===== src/rtl/core/tanc_pkg.sv =====
// shared types, constants and helper functions of the temporal aa neighborhood clamp
`timescale 1ns / 1ps
`default_nettype none

package tanc_pkg;

    localparam int MAX_WIDTH_DEF = 2048;

    // configuration register widths and port layout
    localparam int FW_W       = 12;
    localparam int FH_W       = 13;
    localparam int HW_W       = 9;
    localparam int CFG_DATA_W = 13;
    localparam int CFG_ADDR_W = 2;

    localparam logic [CFG_ADDR_W-1:0] CFG_FRAME_WIDTH    = 2'd0;
    localparam logic [CFG_ADDR_W-1:0] CFG_FRAME_HEIGHT   = 2'd1;
    localparam logic [CFG_ADDR_W-1:0] CFG_HISTORY_WEIGHT = 2'd2;

    localparam logic [FW_W-1:0] FW_RESET = 12'd1024;
    localparam logic [FH_W-1:0] FH_RESET = 13'd768;
    localparam logic [HW_W-1:0] HW_RESET = 9'd230;

    // frame limits
    localparam int W_MIN  = 3;
    localparam int H_MIN  = 3;
    localparam int H_MAX  = 4096;
    localparam int W_FULL = 256;
    localparam int ROW_W  = 13;

    // result queue
    localparam int FIFO_DEPTH = 8;
    localparam int FIFO_CNT_W = 4;

    typedef struct packed {
        logic [7:0] blue;
        logic [7:0] green;
        logic [7:0] red;
    } rgb_t;

    typedef struct packed {
        rgb_t lo;
        rgb_t hi;
    } box_t;

    // one line-store entry: last line, the line before, history of last line
    typedef struct packed {
        rgb_t line_a;
        rgb_t line_b;
        rgb_t hist;
    } mem_word_t;

    // per-item control handed from the counters to the window stage
    typedef struct packed {
        logic valid;
        logic upd;
        logic emit0;
        logic emit1;
        logic first1;
        logic fe;
        logic drain;
        logic top_a;
    } s1_ctl_t;

    // snapshot of one center pixel on its way to the blend
    typedef struct packed {
        logic valid;
        logic fe;
        rgb_t centre;
        rgb_t hist;
        box_t box0;
        box_t box1;
        box_t box2;
    } s2_item_t;

    typedef struct packed {
        logic fe;
        rgb_t pix;
    } result_t;

    function automatic rgb_t rgb_min(input rgb_t x, input rgb_t y);
        rgb_t m;
        m.red   = (x.red   < y.red)   ? x.red   : y.red;
        m.green = (x.green < y.green) ? x.green : y.green;
        m.blue  = (x.blue  < y.blue)  ? x.blue  : y.blue;
        return m;
    endfunction

    function automatic rgb_t rgb_max(input rgb_t x, input rgb_t y);
        rgb_t m;
        m.red   = (x.red   > y.red)   ? x.red   : y.red;
        m.green = (x.green > y.green) ? x.green : y.green;
        m.blue  = (x.blue  > y.blue)  ? x.blue  : y.blue;
        return m;
    endfunction

    function automatic logic [7:0] chan_clamp(input logic [7:0] v, input logic [7:0] lo,
                                              input logic [7:0] hi);
        logic [7:0] r;
        if (v < lo)
        begin
            r = lo;
        end
        else if (v > hi)
        begin
            r = hi;
        end
        else
        begin
            r = v;
        end
        return r;
    endfunction

endpackage

`default_nettype wire


===== src/rtl/core/tanc_ctrl.sv =====
// raster position counters, item decode and the memory read request
`timescale 1ns / 1ps
`default_nettype none

module tanc_ctrl
    import tanc_pkg::*;
#(
    parameter int MAX_WIDTH = MAX_WIDTH_DEF,
    localparam int AW = $clog2(MAX_WIDTH)
)(
    input  logic            clk,
    input  logic            rst_n,
    input  logic            in_valid,
    input  logic            in_ready,
    input  logic            in_flush,
    input  rgb_t            in_cur,
    input  rgb_t            in_hist,
    input  logic [FW_W-1:0] frame_width,
    input  logic [FH_W-1:0] frame_height,
    output logic            rd_en,
    output logic [AW-1:0]   rd_addr,
    output s1_ctl_t         s1_ctl,
    output logic [AW-1:0]   s1_addr,
    output rgb_t            s1_cur,
    output rgb_t            s1_hist
);

    localparam int WW        = $clog2(MAX_WIDTH + 1);
    localparam int CW        = (WW > FW_W) ? WW : FW_W;
    localparam int ROW_LIMIT = H_MAX + 1;

    logic [AW-1:0]    col_reg, col_next;
    logic [ROW_W-1:0] row_reg, row_next;
    logic [CW-1:0]    fw_ext;
    logic [WW-1:0]    width_eff;
    logic [ROW_W-1:0] fh_ext;
    logic [ROW_W-1:0] height_eff;
    logic [WW-1:0]    col_inc;
    logic             acc, ign, emit0, fe_now, emit1;
    s1_ctl_t          s1_ctl_reg, s1_ctl_next;
    logic [AW-1:0]    s1_addr_reg;
    rgb_t             s1_cur_reg, s1_hist_reg;

    always_comb
    begin
        fw_ext = CW'(frame_width);
        if (fw_ext < CW'(W_MIN))
        begin
            width_eff = WW'(W_MIN);
        end
        else if (fw_ext > CW'(MAX_WIDTH))
        begin
            width_eff = WW'(MAX_WIDTH);
        end
        else
        begin
            width_eff = WW'(fw_ext);
        end

        fh_ext = ROW_W'(frame_height);
        if (fh_ext < ROW_W'(H_MIN))
        begin
            height_eff = ROW_W'(H_MIN);
        end
        else if (fh_ext > ROW_W'(H_MAX))
        begin
            height_eff = ROW_W'(H_MAX);
        end
        else
        begin
            height_eff = fh_ext;
        end
    end

    assign acc     = in_valid && in_ready;
    // flush items are dropped while real lines are still arriving
    assign ign     = (row_reg < height_eff) && in_flush;
    // start of a line closes the right-edge center of two lines up
    assign emit0   = (col_reg == '0) && (row_reg >= ROW_W'(2));
    assign fe_now  = emit0 && (row_reg >= height_eff + ROW_W'(1));
    assign emit1   = (col_reg != '0) && (row_reg != '0) && (row_reg <= height_eff);
    assign col_inc = WW'(col_reg) + WW'(1);

    always_comb
    begin
        col_next = col_reg;
        row_next = row_reg;
        if (acc && !ign)
        begin
            if (fe_now)
            begin
                col_next = '0;
                row_next = '0;
            end
            else if (col_inc >= width_eff)
            begin
                col_next = '0;
                row_next = row_reg + ROW_W'(1);
            end
            else
            begin
                col_next = AW'(col_inc);
            end
        end
    end

    always_comb
    begin
        s1_ctl_next.valid  = acc && !ign;
        s1_ctl_next.upd    = !fe_now;
        s1_ctl_next.emit0  = emit0;
        s1_ctl_next.emit1  = emit1;
        s1_ctl_next.first1 = (col_reg == AW'(1));
        s1_ctl_next.fe     = fe_now;
        s1_ctl_next.drain  = (row_reg >= height_eff);
        s1_ctl_next.top_a  = (row_reg <= ROW_W'(1));
    end

    assign rd_en   = acc && !ign && !fe_now;
    assign rd_addr = col_reg;

    always_ff @(posedge clk or negedge rst_n)
    begin
        if (!rst_n)
        begin
            col_reg    <= '0;
            row_reg    <= '0;
            s1_ctl_reg <= '0;
        end
        else
        begin
            col_reg    <= col_next;
            row_reg    <= row_next;
            s1_ctl_reg <= s1_ctl_next;
        end
    end

    always_ff @(posedge clk)
    begin
        if (acc)
        begin
            s1_addr_reg <= col_reg;
            s1_cur_reg  <= in_cur;
            s1_hist_reg <= in_hist;
        end
    end

    assign s1_ctl  = s1_ctl_reg;
    assign s1_addr = s1_addr_reg;
    assign s1_cur  = s1_cur_reg;
    assign s1_hist = s1_hist_reg;

    a_frame_restart: assert property (@(posedge clk) disable iff (!rst_n)
        (acc && fe_now) |=> (col_reg == '0 && row_reg == '0))
        else $error("position counters not cleared after the frame end transaction");

    a_flush_dropped: assert property (@(posedge clk) disable iff (!rst_n)
        (acc && ign) |=> ($stable(col_reg) && $stable(row_reg) && !s1_ctl_reg.valid))
        else $error("flush transaction during active lines changed state");

    a_row_bound: assert property (@(posedge clk) disable iff (!rst_n)
        row_reg <= ROW_W'(ROW_LIMIT))
        else $error("row counter ran past the drain line");

endmodule

`default_nettype wire


===== config.mk =====
export PLATFORM = sky130hd
export DESIGN_NAME = tanc_ctrl
export DESIGN_NICKNAME = d
export VERILOG_FILES = /design/src/rtl/core/tanc_pkg.sv /design/src/rtl/core/tanc_ctrl.sv
export SDC_FILE = /design/constraint.sdc
export NUM_CORES = 1
export LEC_CHECK = 0
export BUFFER_PORTS_ARGS = -buffer_cell sky130_fd_sc_hd__buf_2
export CAP_MARGIN = 0
export CORE_UTILIZATION = 30
export CTS_CLUSTER_DIAMETER = 80
export DETAILED_ROUTE_END_ITERATION = 6
export GPL_TIMING_DRIVEN = 1
export SLEW_MARGIN = 20
export SYNTH_ARGS = -nofsm -noshare
export SYNTH_HDL_FRONTEND = slang
export SYNTH_SLANG_ARGS = --single-unit

===== constraint.sdc =====
create_clock -name clk -period 9.55 [get_ports clk]
set_input_delay 2.865 -clock clk [delete_from_list [all_inputs] [get_ports clk]]
set_output_delay 2.865 -clock clk [all_outputs]
set_load 0.02 [all_outputs]

==> metrics, run 1 <==
outcome=finished, final reports clean; critical path cell sequence=buf_2 -> nor4_1 -> nand3_1 -> a21oi_1 -> ha_1 -> nand4_1 -> nor2_1 -> xor2_1 -> nand2_1 -> ha_1 -> and4_1 -> nand2_1 -> a221o_1 -> a31oi_4 -> inv_4 -> nand2_8 -> inv_6 -> buf_2; die height=130.1 um; port buffer count=156; Largest stage delay, worst path=0.35 ns; power density over cell area=178.1 mW/mm2; Mapped Avg Cell Area=11.13 um2; # nets final=726; Max Clk Rate=108.8 MHz; Root Buffer=clkbuf_16; Async SR Flop Fraction=35.16%; Max Slew Vio Count=0; first-pass GRT wire length=20080 um; Antenna Nets Post-Route=0; final wirelength=13030 um; vias per inst=5.040; placed cells=807; H-tree depth=3; DIE AREA=0.01692 mm2; layout cell share with drive strength beyond 1=30.64%; postcts setup bufs=0; Yosys cell types=60; # clock sinks=91; global placer's final weighted congestion=0.8443; Post-synth EDFFs=59; DP Worst Slack=0.3447 ns; WS Path Type=input port to output port; Peak VDD IR=77.44 uV; gr ovfl total=0; #FFs+latches synth=91; initial antenna violation count=0; fin crit period=9.193 ns; Initial Utilization=30.87%; CP top delay family=simple AND/OR/NAND/NOR gates; Layout Skew=0.006144 ns; Max Cap Viol=0; drt pass-1 iters=5; I/O Pins=157; CTS tree=done; crit path buf inv count=4; worst skew pair latency=0.34 ns; slew margin rel.=40.37%; Leak=2.714 nW; syn nets=566; worst-path maximum fanout=15; setup ws final=0.3570 ns; core area=0.01594 mm2; Arrival @ worst endpoint=6.33 ns; fin cells=823; CP Capture Type=output port; Final setup viols=0; final-layout fill cell count=1566; Vias=4148; synthesized cell area=0.004921 mm2; sequential area share after synthesis=52.28%; RSZ-0062 raised after global routing=no; Worst setup SP type=input port; Antenna diodes=0; slowest CP cell=ha_1; CTS buffer count=9; drt drc=0; worst min path class=flop to flop; clock-pin slew on the worst setup and hold paths=0.07 ns; Util after Layout=39.17%; Critical Path RT=6.69 ns; Std-Cell Rows=46; vias in the first global route=3985; largest net degree at the start of global routing=60; Post-CTS Hold Fix Bufs=0; Longest Clk Path Bufs=2; DR WL/cell=15.84 um; Tightest Pin Transition=0.8944 ns; endpoints failing hold=0; Die W=130.1 um; Gate Count Post-Synth=442; synth warn=0; GRT Total Usage=15.48%; setup TNS=0 ns; Primary FF master, synth=edfxtp_1; fin crit share=96.26%; initial DRC count=297; area delta synth->final=26.90%; Fin Hold WS=0.5649 ns; post-DP HPWL=10180 um
==> synth_stat cells, types with 10 or more instances <==
cell type | n | area [um2]
o21ai_0 | 18 | 90.09
a21oi_1 | 19 | 95.09
ha_1 | 46 | 575.6
nand4_1 | 12 | 75.07
nand3_1 | 23 | 115.1
and3_1 | 10 | 62.56
nor2_1 | 18 | 67.56
edfxtp_1 | 59 | 1772
inv_1 | 22 | 82.58
dfrtp_1 | 32 | 800.8
xor2_1 | 12 | 105.1
nand2_1 | 63 | 236.5
==> cell usage in the layout, fill, tap and decap left out, drive strengths merged, types with 5 or more instances in the layout <==
| cell type | count |
|---|---|
| or3 | 5 |
| a21oi | 19 |
| nand2 | 64 |
| inv | 27 |
| o31ai | 6 |
| and3 | 10 |
| o21ai | 18 |
| a22oi | 6 |
| dfrtp | 32 |
| xnor2 | 5 |
| nand3 | 23 |
| ha | 46 |
| xor2 | 12 |
| nor4 | 8 |
| nand4 | 12 |
| edfxtp | 59 |
| nor3 | 7 |
| buf | 159 |
| clkbuf | 9 |
| nor2 | 18 |
| nand2b | 5 |
==> repair_timing <==
action,CTS,global route
gates resized for setup,0,1
endpoints found under the setup margin,0,1
hold endpoints to repair,0,0
==> through the flow <==
| stage | power (mW) | area [um2] |
|---|---|---|
| 2_1_floorplan | 0.6685 | 4921 |
| 3_5_place_dp | 0.7801 | 5942 |
| 6_report | 1.112 | 6245 |
| 5_1_grt | 1.178 | 6245 |
| 4_1_cts | 1.127 | 6238 |
| 3_3_place_gp | 0.7704 | 5942 |
==> kinds of logic after synthesis <==
group                      Yosys count  share of synthesized area, %
AOI/OAI and AO/OA                   94                         13.68
xor gates and xnor gates            17                         3.026
buffers and inverters               35                         3.127
adders and majority gates           46                         11.70
DFF                                 91                         52.28
and+or+nand+nor                    159                         16.20
==> final timing paths <==
check / from / endpoint / slack (ns) / depth (start not counted)
max in group asynchronous: rst_n / s1_ctl[2] / 6.48 / 1
min in group asynchronous: rst_n / s1_ctl[7] / 2.59 / 1
max: frame_height[6] / rd_en / 0.36 / 18
min: rd_addr[1] / s1_addr[1] / 0.56 / 0
min reg2reg: rd_addr[1] / s1_addr[1] / 0.56 / 0
max reg2reg: rd_addr[0] / rd_addr[3] / 5.60 / 11
==> worst register-to-register path, cell delays in order (launching register included) <==
cell and delay [ns]:
dfrtp_1 0.56, ha_1 0.34, and3_1 0.23, nand3_1 0.20, xnor2_1 0.20, ha_1 0.31
nand2_1 0.12, or3_1 0.14, o221ai_1 0.30, a21oi_1 0.80, nand2_1 0.37, o21ai_0 0.28
==> layout make-up <==
| class | instances | area, um2 | area share (%) |
|---|---|---|---|
| Inverter | 25 | 101.3 | 1.623 |
| Tap cell | 216 | 270.3 | 4.328 |
| Multi-Input combinational cell | 316 | 2201 | 35.24 |
| Timing Repair Buffer | 159 | 803.3 | 12.86 |
| Sequential cell | 91 | 2572 | 41.19 |
| Clock buffer | 9 | 225.2 | 3.606 |
| Clock inverter | 7 | 71.32 | 1.142 |
==> report_power, final <==
part	internal (mW)	switching [mW]	leakage (nW)
Clock	0.184	0.160	0.139
Sequential	0.459	0.0422	0.920
Combinational	0.102	0.165	1.66
Total	0.745	0.368	2.71
==> per-layer routing <==
| layer | share of wire, % | GRT usage, % | routed length (um) | up-vias |
|---|---|---|---|---|
| met4 | 2.4 | 7.045 | 315 | 0 |
| met5 | 0 | 0 | 0 | - |
| met3 | 8.2 | 3.854 | 1068 | 23 |
| met1 | 42 | 18.00 | 5413 | 1952 |
| li1 | - | - | - | 1996 |
| met2 | 48 | 26.78 | 6237 | 177 |
Power figures use the tool's default switching activity.
==> inputs of run 2 (changes only) <==
CTS_BUF_LIST = sky130_fd_sc_hd__clkbuf_4 sky130_fd_sc_hd__clkbuf_8   (was not set)
==> run 2 against run 1 <==
Clock-buffer cell count unchanged. Sequential share of layout area increased by 0.68 points. Clock power decreased by 26%. Final cell count unchanged. Core utilization is 0.64 points lower. Largest cell class unchanged.
==> metrics, run 2 (synthesis results as in run 1) <==
outcome=finished, final reports clean (unchanged); area delta synth->final=24.84% (was 26.90%); Max Cap Viol=0 (unchanged); Peak VDD IR=61.74 uV (was 77.44 uV); DR WL/cell=15.90 um (was 15.84 um); initial DRC count=314 (was 297); Root Buffer=clkbuf_8 (was clkbuf_16); placed cells=807 (unchanged); DIE AREA=0.01692 mm2 (unchanged); port buffer count=156 (unchanged); slowest CP cell=ha_1 (unchanged); WS Path Type=input port to output port (unchanged); vias in the first global route=3965 (was 3985); Max Clk Rate=109.1 MHz (was 108.8 MHz); initial antenna violation count=0 (unchanged); CP Capture Type=output port (unchanged); H-tree depth=3 (unchanged); Clock power frac=24.8% (was 30.9%); core area=0.01594 mm2 (unchanged); layout cell share with drive strength beyond 1=30.64% (unchanged); total power=1.021 mW (was 1.112 mW); Leak=2.668 nW (was 2.714 nW); vias per inst=5.023 (was 5.040); Final setup viols=0 (unchanged); CP top delay family=simple AND/OR/NAND/NOR gates (unchanged); drt pass-1 iters=5 (unchanged); die height=130.1 um (unchanged); fin crit period=9.165 ns (was 9.193 ns); Antenna diodes=0 (unchanged); Longest Clk Path Bufs=2 (unchanged); fin cells=823 (unchanged); CTS tree=done (unchanged); GRT met3 Usage=4.428% (was 3.854%); Most Used Layer, Global Route=met2 (unchanged); worst min path class=flop to flop (unchanged); slew margin rel.=39.01% (was 40.37%); switching pwr=0.3590 mW (was 0.3678 mW); commonest non-fill, non-tap cells in the layout=buf_2 (156), nand2_1 (63), edfxtp_1 (59), ha_1 (46), dfrtp_1 (32) (unchanged); largest net degree at the start of global routing=60 (unchanged); Worst setup SP type=input port (unchanged); GRT met2 Usage=26.69% (was 26.78%); Layout Skew=0.01154 ns (was 0.006144 ns); Pint=0.6622 mW (was 0.7447 mW); worst skew pair latency=0.38 ns (was 0.34 ns); crit path buf inv count=4 (unchanged); Initial Utilization=30.87% (unchanged); combinational share of power=26.2% (was 24.1%); final wirelength=13080 um (was 13030 um); Sw Share=35.15% (was 33.06%); post-route cell area=0.006143 mm2 (was 0.006245 mm2); I/O Pins=157 (unchanged); drt drc=0 (unchanged); postcts setup bufs=0 (unchanged); fin crit share=95.97% (was 96.26%); area of the multi-input gates=0.002201 mm2 (unchanged); first-pass GRT wire length=20090 um (was 20080 um); Die W=130.1 um (unchanged); Antenna Nets Post-Route=0 (unchanged); Arrival @ worst endpoint=6.30 ns (was 6.33 ns); # nets final=726 (unchanged); Seq pwr share=49.0% (was 45.0%); Largest stage delay, worst path=0.35 ns (about the same); critical path cell sequence=buf_2 -> nor4_1 -> nand3_1 -> a21oi_1 -> ha_1 -> nand4_1 -> nor2_1 -> xor2_1 -> nand2_1 -> ha_1 -> and4_1 -> nand2_1 -> a221o_1 -> a31oi_4 -> inv_4 -> nand2_8 -> inv_6 -> buf_2 (unchanged); CTS buffer count=9 (unchanged); Placed Area=0.005942 mm2 (unchanged); worst-path maximum fanout=15 (unchanged); Max Slew Vio Count=0 (unchanged); Critical Path RT=6.69 ns (about the same); GR Util met1=18.05% (was 18.00%); GRT Total Usage=15.58% (was 15.48%); Post-CTS Hold Fix Bufs=0 (unchanged); endpoints failing hold=0 (unchanged); setup TNS=0 ns (unchanged); Std-Cell Rows=46 (unchanged); Tightest Pin Transition=0.9149 ns (was 0.8944 ns); leading cell type in the layout, fill and taps excluded=buf_2 (unchanged); final-layout fill cell count=1573 (was 1566); gr ovfl total=0 (unchanged); post-DP HPWL=10180 um (unchanged); clock-pin slew on the worst setup and hold paths=0.10 ns (was 0.07 ns); global placer's final weighted congestion=0.8443 (unchanged); Storage cell area=0.002572 mm2 (unchanged); RSZ-0062 raised after global routing=no (unchanged); Vias=4134 (was 4148); power density over cell area=166.2 mW/mm2 (was 178.1 mW/mm2); # clock sinks=91 (unchanged)
==> run 2: worst paths after layout <==
path / from / endpoint / slack (ns) / depth (start not counted)
max: frame_height[6] / rd_en / 0.38 / 18
min: rd_addr[1] / s1_addr[1] / 0.57 / 0
max reg2reg: rd_addr[0] / rd_addr[3] / 5.58 / 11
min reg2reg: rd_addr[1] / s1_addr[1] / 0.57 / 0
max in group asynchronous: rst_n / s1_ctl[5] / 6.51 / 1
min in group asynchronous: rst_n / s1_ctl[7] / 2.55 / 1
==> run 2: layout make-up <==
class / instances / share of cell area, %
sequential: 91 / 41.87
inverter: 25 / 1.650
multi-input combinational: 316 / 35.82
timing repair buffer: 159 / 13.08
clock inverter: 7 / 1.161
tap: 216 / 4.399
clock buffer: 9 / 2.016
==> run 2: power groups by stage <==
stage	logic, mW	registers [mW]	clock network [mW]
5_1_grt	0.299	0.508	0.279
4_1_cts	0.270	0.502	0.264
2_1_floorplan	0.137	0.531	0
3_5_place_dp	0.270	0.511	0
6_report	0.268	0.501	0.253
3_3_place_gp	0.262	0.508	0
==> run 2: stage by stage <==
step	hold WS, ns	utilization, %	setup slack (ns)
after floorplan	0.5285	-	1.122
after global placement	0.5432	37.27	0.4021
after detailed placement	0.5640	37.27	0.3447
after CTS	0.5935	38.49	0.3246
after global routing	0.6135	38.53	0.1225
final	0.5737	38.53	0.3846
==> run 2: what timing repair did <==
| item | 4_1_cts | 5_1_grt |
|---|---|---|
| setup endpoints to repair | 0 | 1 |
| endpoints found under the hold margin | 0 | 0 |
| gates resized for setup | 0 | 1 |
==> run 2: layer usage <==
layer	wire length, um	up-vias	part of all wire (%)
li1	-	1996	-
met1	5441	1938	42
met2	6242	179	48
met3	1118	21	8.5
met4	280	0	2.1
met5	0	-	0
